--- config.mk ---
export PLATFORM = sky130hd
export DESIGN_NAME = stbp_cell
export DESIGN_NICKNAME = d
export VERILOG_FILES = /design/src/rtl/stbp_pkg.sv /design/src/rtl/stbp_cell.sv
export SDC_FILE = /design/constraint.sdc
export NUM_CORES = 1
export LEC_CHECK = 0
export BUFFER_PORTS_ARGS = -buffer_cell sky130_fd_sc_hd__buf_4
export CAP_MARGIN = 15
export CORE_ASPECT_RATIO = 1.4
export CORE_MARGIN = 2
export CORE_UTILIZATION = 53
export CTS_CLUSTER_DIAMETER = 50
export DETAILED_ROUTE_END_ITERATION = 8
export PLACE_DENSITY = 0.8
export SLEW_MARGIN = 40
export SYNTH_ARGS = -nofsm -noshare
export SYNTH_HDL_FRONTEND = slang
export SYNTH_SLANG_ARGS = --single-unit
--- constraint.sdc ---
create_clock -name clk -period 2.9 [get_ports clk]
set_clock_uncertainty 0.05 [all_clocks]
set_input_delay 0 -clock clk [delete_from_list [all_inputs] [get_ports clk]]
set_output_delay 0 -clock clk [all_outputs]
set_load 0.01 [all_outputs]
--- src/rtl/stbp_pkg.sv ---
// ============================================================================
// stbp_pkg
// Shared types and constants for the session/path binding table.
// ============================================================================
package stbp_pkg;

    // Default configuration
    localparam int TABLE_SLOTS_DEF      = 16;
    localparam int SESSION_ID_BYTES_DEF = 16;

    // Carry fields are sized for the largest table (256 slots)
    localparam int SLOT_IDX_W = 8;
    localparam int FREED_W    = 9;

    localparam int HANDLE_W = 16;
    localparam int PATH_W   = 8;
    localparam int HALF_W   = 64;

    typedef enum logic [1:0] {
        MODE_REGISTER   = 2'd0,
        MODE_LOOKUP     = 2'd1,
        MODE_UNREGISTER = 2'd2
    } mode_t;

    typedef enum logic {
        ST_IDLE = 1'b0,
        ST_SCAN = 1'b1
    } state_t;

    // Command word broadcast to every cell while a scan runs
    typedef struct packed {
        logic [1:0]          mode;
        logic [HALF_W-1:0]   sess_high;
        logic [HALF_W-1:0]   sess_low;
        logic [PATH_W-1:0]   path;
        logic [HANDLE_W-1:0] handle;
    } cmd_t;

    // Scan token handed from cell to cell
    typedef struct packed {
        logic                  valid;
        logic                  done;        // key hit (register re-point or lookup)
        logic                  free_ok;     // a free slot has been seen
        logic [SLOT_IDX_W-1:0] vacant_idx;  // lowest free slot seen
        logic [HANDLE_W-1:0]   found;
        logic [FREED_W-1:0]    freed;       // slots freed by unregister
    } carry_t;

    // Fill request for the lowest free slot, issued after the scan
    typedef struct packed {
        logic                  en;
        logic [SLOT_IDX_W-1:0] idx;
    } fill_t;

endpackage

--- src/rtl/stbp_cell.sv ---
// ============================================================================
// stbp_cell
// One table slot: holds the key and handle, acts on the scan token as it
// passes and forwards the token to the next slot.
// ============================================================================
module stbp_cell #(
    parameter int INDEX = 0
) (
    input  logic            clk,
    input  logic            rst_n,
    input  stbp_pkg::cmd_t  cmd,
    input  stbp_pkg::fill_t fill,
    input  stbp_pkg::carry_t carry_in,
    output stbp_pkg::carry_t carry_out
);
    import stbp_pkg::*;

    logic [HALF_W-1:0]   sess_high_reg, sess_high_next;
    logic [HALF_W-1:0]   sess_low_reg,  sess_low_next;
    logic [PATH_W-1:0]   path_reg,      path_next;
    logic [HANDLE_W-1:0] handle_reg,    handle_next;
    carry_t              carry_reg,     carry_next;

    logic live;
    logic hit;

    assign live = (handle_reg != '0);
    assign hit  = live && (path_reg == cmd.path) && (sess_high_reg == cmd.sess_high)
                  && (sess_low_reg == cmd.sess_low);

    always_comb
    begin
        sess_high_next = sess_high_reg;
        sess_low_next  = sess_low_reg;
        path_next      = path_reg;
        handle_next    = handle_reg;
        carry_next     = carry_in;

        if (carry_in.valid)
        begin
            case (cmd.mode)
                MODE_REGISTER:
                begin
                    if (cmd.handle != '0 && !carry_in.done)
                    begin
                        if (!live)
                        begin
                            if (!carry_in.free_ok)
                            begin
                                carry_next.free_ok    = 1'b1;
                                carry_next.vacant_idx = SLOT_IDX_W'(INDEX);
                            end
                        end
                        else if (hit)
                        begin
                            handle_next     = cmd.handle;
                            carry_next.done = 1'b1;
                        end
                    end
                end
                MODE_LOOKUP:
                begin
                    if (cmd.path != '0 && !carry_in.done && hit)
                    begin
                        carry_next.found = handle_reg;
                        carry_next.done  = 1'b1;
                    end
                end
                MODE_UNREGISTER:
                begin
                    if (cmd.handle != '0 && handle_reg == cmd.handle)
                    begin
                        handle_next      = '0;
                        path_next        = '0;
                        sess_high_next   = '0;
                        sess_low_next    = '0;
                        carry_next.freed = carry_in.freed + FREED_W'(1);
                    end
                end
                default:
                begin
                end
            endcase
        end

        if (fill.en && fill.idx == SLOT_IDX_W'(INDEX))
        begin
            sess_high_next = cmd.sess_high;
            sess_low_next  = cmd.sess_low;
            path_next      = cmd.path;
            handle_next    = cmd.handle;
        end
    end

    always_ff @(posedge clk or negedge rst_n)
    begin
        if (!rst_n)
        begin
            sess_high_reg <= '0;
            sess_low_reg  <= '0;
            path_reg      <= '0;
            handle_reg    <= '0;
            carry_reg     <= '0;
        end
        else
        begin
            sess_high_reg <= sess_high_next;
            sess_low_reg  <= sess_low_next;
            path_reg      <= path_next;
            handle_reg    <= handle_next;
            carry_reg     <= carry_next;
        end
    end

    assign carry_out = carry_reg;

endmodule

# --- Yosys cells after proc, flatten, opt, wreduce, memory -nomap -nowiden ---
# Cells that the tools add are included.
totals:
  elab_cells: 70
  reg_bits: 188
  n_memories: 0
  rom_bits: 0
  in_bits: 201
  output_inout_bits: 36
  ram_bits: 0
  latch_bits: 0
op_classes:
  add_sub_neg: 1
  n_reduce_logical: 20
  mul: 0
  n_eq_ne: 10
  bitwise_logic: 0
  n_mux: 29
  shift: 0
  n_lt_le_gt_ge: 0
  div: 0
ops:
  columns: ["cell", "count"]
  rows:
  - ["64-bit 2-to-1 mux", 5]
  - ["64-bit equality test", 2]
  - ["16-bit 2-to-1 mux", 8]
  - ["8-bit 2-to-1 mux", 5]
  - ["9-bit 2-to-1 mux", 4]
  - ["35-bit 2-to-1 mux", 1]
  - ["16-bit case mux with 2 select lines", 1]
  - ["16-bit nonzero test", 2]
  - ["16-bit equality test", 1]
  - ["3-bit inequality test (second input constant)", 4]
  - ["10-bit 2-to-1 mux", 1]
  - ["9-bit by 1-bit adder with 9-bit output (second input constant)", 1]
  - ["8-bit equality test", 1]
  - ["1-bit logical AND", 8]
  - ["8-bit logical NOT", 1]
  - ["8-bit nonzero test", 1]
  - ["6-bit AND reduction", 1]
  - ["2-bit nonzero test", 3]
  - ["1-bit 2-to-1 mux", 3]
  - ["3-bit AND reduction", 1]
  - ["3-bit nonzero test", 1]
  - ["2-bit by 1-bit equality test with 1-bit output (second input constant)", 1]
  - ["2-bit equality test (second input constant)", 1]
  - ["2-bit logical NOT", 1]
  - ["2 further kinds", 2]

# --- Depth between registers and ports, before layout ---
depth:
  word_depth: 10
  depth_mapped: 9
  depth_no_buf: 7

# --- Worst setup path after synthesis ---
# OpenSTA, ideal clock, no wires.
synth_path:
  kind: "register -> register"
  startpoint: "reg sess_low_reg[59]"
  endpoint: "reg carry_reg, in the netlist carry_out[15]"
  period_less_slack_ns: 2.240
  stages_incl_launch_ff: 9
  t_arrival_ns: 2.064
  required_ns: 2.725
  path_slack_ns: 0.660
  setup_time_ns: 0.125
  path_buffers: 1
  path_cell_list: "dfrtp_1 xnor2_1 o221ai_1 nor4_1 nand4_1 nor4_4 nand3b_4 buf_6 mux2_4"
synth_rtl:
  columns: ["item", "line", "rtl"]
  rows:
  - ["from (decl)", "stbp_cell.sv:19", "logic [HALF_W-1:0] sess_low_reg, sess_low_next;"]
  - ["from (signal assigned)", "stbp_cell.sv:108", "sess_low_reg <= sess_low_next;"]
  - ["to (signal assigned)", "stbp_cell.sv:111", "carry_reg <= carry_next;"]
  - ["to (decl)", "stbp_cell.sv:22", "carry_t carry_reg, carry_next;"]

==> results.py <==
metrics = {
    "timing": {
        "period_share_pct": 102,
        "period_minus_slack_ps": 2960,
        "setup_viol": 4,
        "worst_slew_pin_slew_ps": 761,
        "max-slew-margin-rel_pct": 49.3,
        "setup_tns_ps": -116,
        "fin_ws_ps": -65.0,
        "fmax_mhz": 337,
        "finalMaxSlewViolations": 0,
        "timing.final.hold_violations": 0,
    },
    "place": {
        "gp_congestion": 0.822,
        "place_inst": 1363,
        "hpwl_um": 17500,
        "io_buffers": 236,
    },
    "min_path": {
        "hold_depth": 4,
        "worstHoldStart": "cmd[153]",
        "hold_path.class": "in -> reg",
        "hold_end": "carry_out[34]",
    },
    "clock_tree": {
        "clockRootBuffer": "clkbuf_16",
        "cts_tree": "built",
        "cts_buffer_depth": 2,
        "cts_sinks": 188,
        "clkSlewWorstSetupHoldPaths_ps": 70,
        "numCtsBuffers": 17,
        "htree_levels": 4,
        "clock_latency_ps": 450,
    },
    "global_route": {
        "grt_overflow": 0,
        "met2_usage_pct": 58.1,
        "first_global_vias": 9212,
        "antenna_found_initial": 6,
        "grt_pass1_wl_um": 48200,
        "grt_max_degree": 175,
        "top_usage_layer": "met2",
        "track_usage_pct": 34.2,
        "grt_use_met3_pct": 5.75,
        "use_met1_pct": 39.4,
    },
    "setup_path": {
        "r2r_setup_slack_ps": -60,
        "cp-end-kind": "flop",
        "r2r_end": "carry_out[3]",
        "r2r_cells": 7,
        "start_kind": "flop",
        "critPathKind": "reg -> reg",
        "rr_startpoint": "handle_reg[13]",
        "worstPathMaxFanout": 5,
        "critPathArrivalTime_ps": 3240,
        "required_ps": 3180,
    },
    "yosys": {
        "yosysWarnings": 0,
        "syn_area_per_cell_sq_um": 9.52,
        "synth_simple_gate_area_share_pct": 18.4,
        "synth-seq-cells": 188,
        "syn-num-nets": 1159,
        "syn-cell-area_sq_mm": 0.00911,
        "yosysSeqAreaShare_pct": 51.6,
        "synth-xor-area-share_pct": 14.8,
        "ys_types": 40,
        "synth_top_family_by_area": "simple AND/OR/NAND/NOR gates",
        "netlist_instances": 957,
        "synth_compound_gate_area_share_pct": 10.2,
        "synthMuxAreaShare_pct": 2.39,
        "synth_fa_ha_area_share_pct": 0.137,
    },
    "die": {
        "rows": 56,
        "die_w_um": 115,
        "core_sq_mm": 0.0168,
        "die_h_um": 159,
        "ios": 237,
        "start_util_pct": 54.2,
        "fp.dieArea_sq_mm": 0.0183,
    },
    "drt": {
        "drt_wl_total_um": 32700,
        "ant_nets": 0,
        "drc_errors": 0,
        "post_drt_wl_per_cell_um": 20.4,
        "vias": 9155,
        "drtIter0Drc": 931,
        "dr.pass1.iters": 7,
        "avgViaCountPerCell": 5.71,
    },
    "cells_and_area": {
        "nFillCells": 907,
        "drive_gt1_share_pct": 22.8,
        "area_growth_pct": 50.9,
        "nNetsFinal": 1581,
        "stdcell_count": 1603,
        "multiInputGateArea_sq_mm": 0.00424,
        "regArea_sq_mm": 0.00470,
    },
    "run_status": {
        "status": "finished, violations left",
        "violations": "negative setup slack",
    },
    "power_and_ir_drop": {
        "peakVddDrop_uv": 468,
        "leakage_nw": 6.06,
        "power_density_mw_per_mm2": 455,
    },
    "job": {
        "drv_cap": 0,
    },
}
[cell usage in the layout, fill, tap and decap left out, types with 3 or more instances in the layout]
cell	n
nor4_2	5
nor4_1	20
buf_12	5
a22o_1	16
buf_4	252
inv_1	7
nor2b_1	10
mux2_4	10
nand3_1	4
clkbuf_16	17
nand2_1	282
clkinv_2	5
clkbuf_1	3
nand4_1	36
mux2_2	6
o21ai_0	134
diode_2	8
and3_1	3
nor2_1	7
xnor2_1	128
dlygate4sd3_1	193
dfrtp_1	188
xor2_1	26
[worst max-delay path, stage by stage, from the launching register on]
cell	delay, ps
dfrtp_1	480
xor2_1	210
nor4_2	340
nand4_1	210
or3_4	440
or3_4	410
xnor2_1	130
dlygate4sd3_1	570
[how the worst max path moves through the flow]
stage | slack [ps] | cells past startpoint | from | end
detailed placement | 240 | 9 | sess_low_reg[62] | handle_reg[1]
finish | -60 | 7 | handle_reg[13] | carry_out[3]
global route | -90 | 9 | cmd[14] | sess_high_reg[9]
global placement | 280 | 9 | sess_low_reg[62] | handle_reg[6]
floorplan | 660 | 8 | sess_low_reg[59] | carry_out[15]
CTS | 40 | 7 | handle_reg[5] | carry_out[3]
[per-stage QoR]
stage	hold slack [ps]	power (mW)	setup slack, ps	cell area [sq um]	utilization, %
floorplan	-346	3.19	660	9110	-
global placement	34.1	3.63	280	11100	66.2
detailed placement	28.1	3.65	239	11100	66.2
CTS	45.3	6.16	41.2	13600	81.1
global route	61.4	6.46	-93.7	13800	81.8
finish	43.6	6.25	-65.0	13800	81.8
[cell type report]
type	count	share of cell area [%]
multi-input cells	714	30.8
diodes	8	0.146
repair buffers	451	28.6
inverters	7	0.191
flip-flops and latches	188	34.2
clock inverters	11	0.855
clock buffers	21	3.28
well taps	203	1.85
[cell usage after synthesis (all sizes together)]
cell type  instances  area, sq um
a221oi             1         8.76
a21o               2         15.0
or3                2         12.5
clkbuf            37          139
nand2b             2         12.5
nand2            282         1060
a211oi             1         7.51
nand3b             1         20.0
dfrtp            188         4700
nor2               7         26.3
a22oi              2         15.0
nor2b             10         62.6
and4b              1         10.0
mux2              16          218
and4               1         8.76
and3               3         18.8
o221ai             1         8.76
xnor2            128         1120
nand3              4         20.0
a2bb2oi            1         8.76
nor3               2         15.0
a41o               1         11.3
ha                 1         12.5
xor2              26          228
inv                7         26.3
or4b               1         10.0
nand4             36          225
o22ai              3         25.0
buf               12         60.1
nor4              26          178
o31ai              2         15.0
a22o              16          140
o21ai            134          671
[cell families (layout without fill, tap and decap cells)]
| group | Yosys count | after routing |
|---|---|---|
| xor gates and xnor gates | 154 | 154 |
| buffers and inverters | 56 | 490 |
| other | 0 | 8 |
| muxes | 16 | 16 |
| DFF | 188 | 188 |
| AOI/OAI and AO/OA | 164 | 164 |
| adders and majority gates | 1 | 1 |
| and+or+nand+nor | 378 | 379 |
[report_power, final]
| group | switching (mW) | internal, mW |
|---|---|---|
| clock | 1.05 | 1.29 |
| sequential | 0.101 | 2.75 |
| combinational | 0.463 | 0.595 |
[metal layers]
| metal | share of wire (%) | up-vias |
|---|---|---|
| li1 | - | 4047 |
| met2 | 50 | 588 |
| met5 | 0 | - |
| met1 | 35 | 4336 |
| met3 | 7.3 | 184 |
| met4 | 7.3 | 0 |
[timing repair]
action,in CTS,in global routing
endpoints found under the setup margin,0,25
hold buffers,193,0
hold endpoints to repair,267,0
setup buffers,0,6
gates resized for setup,0,7
Power figures use the tool's default switching activity.
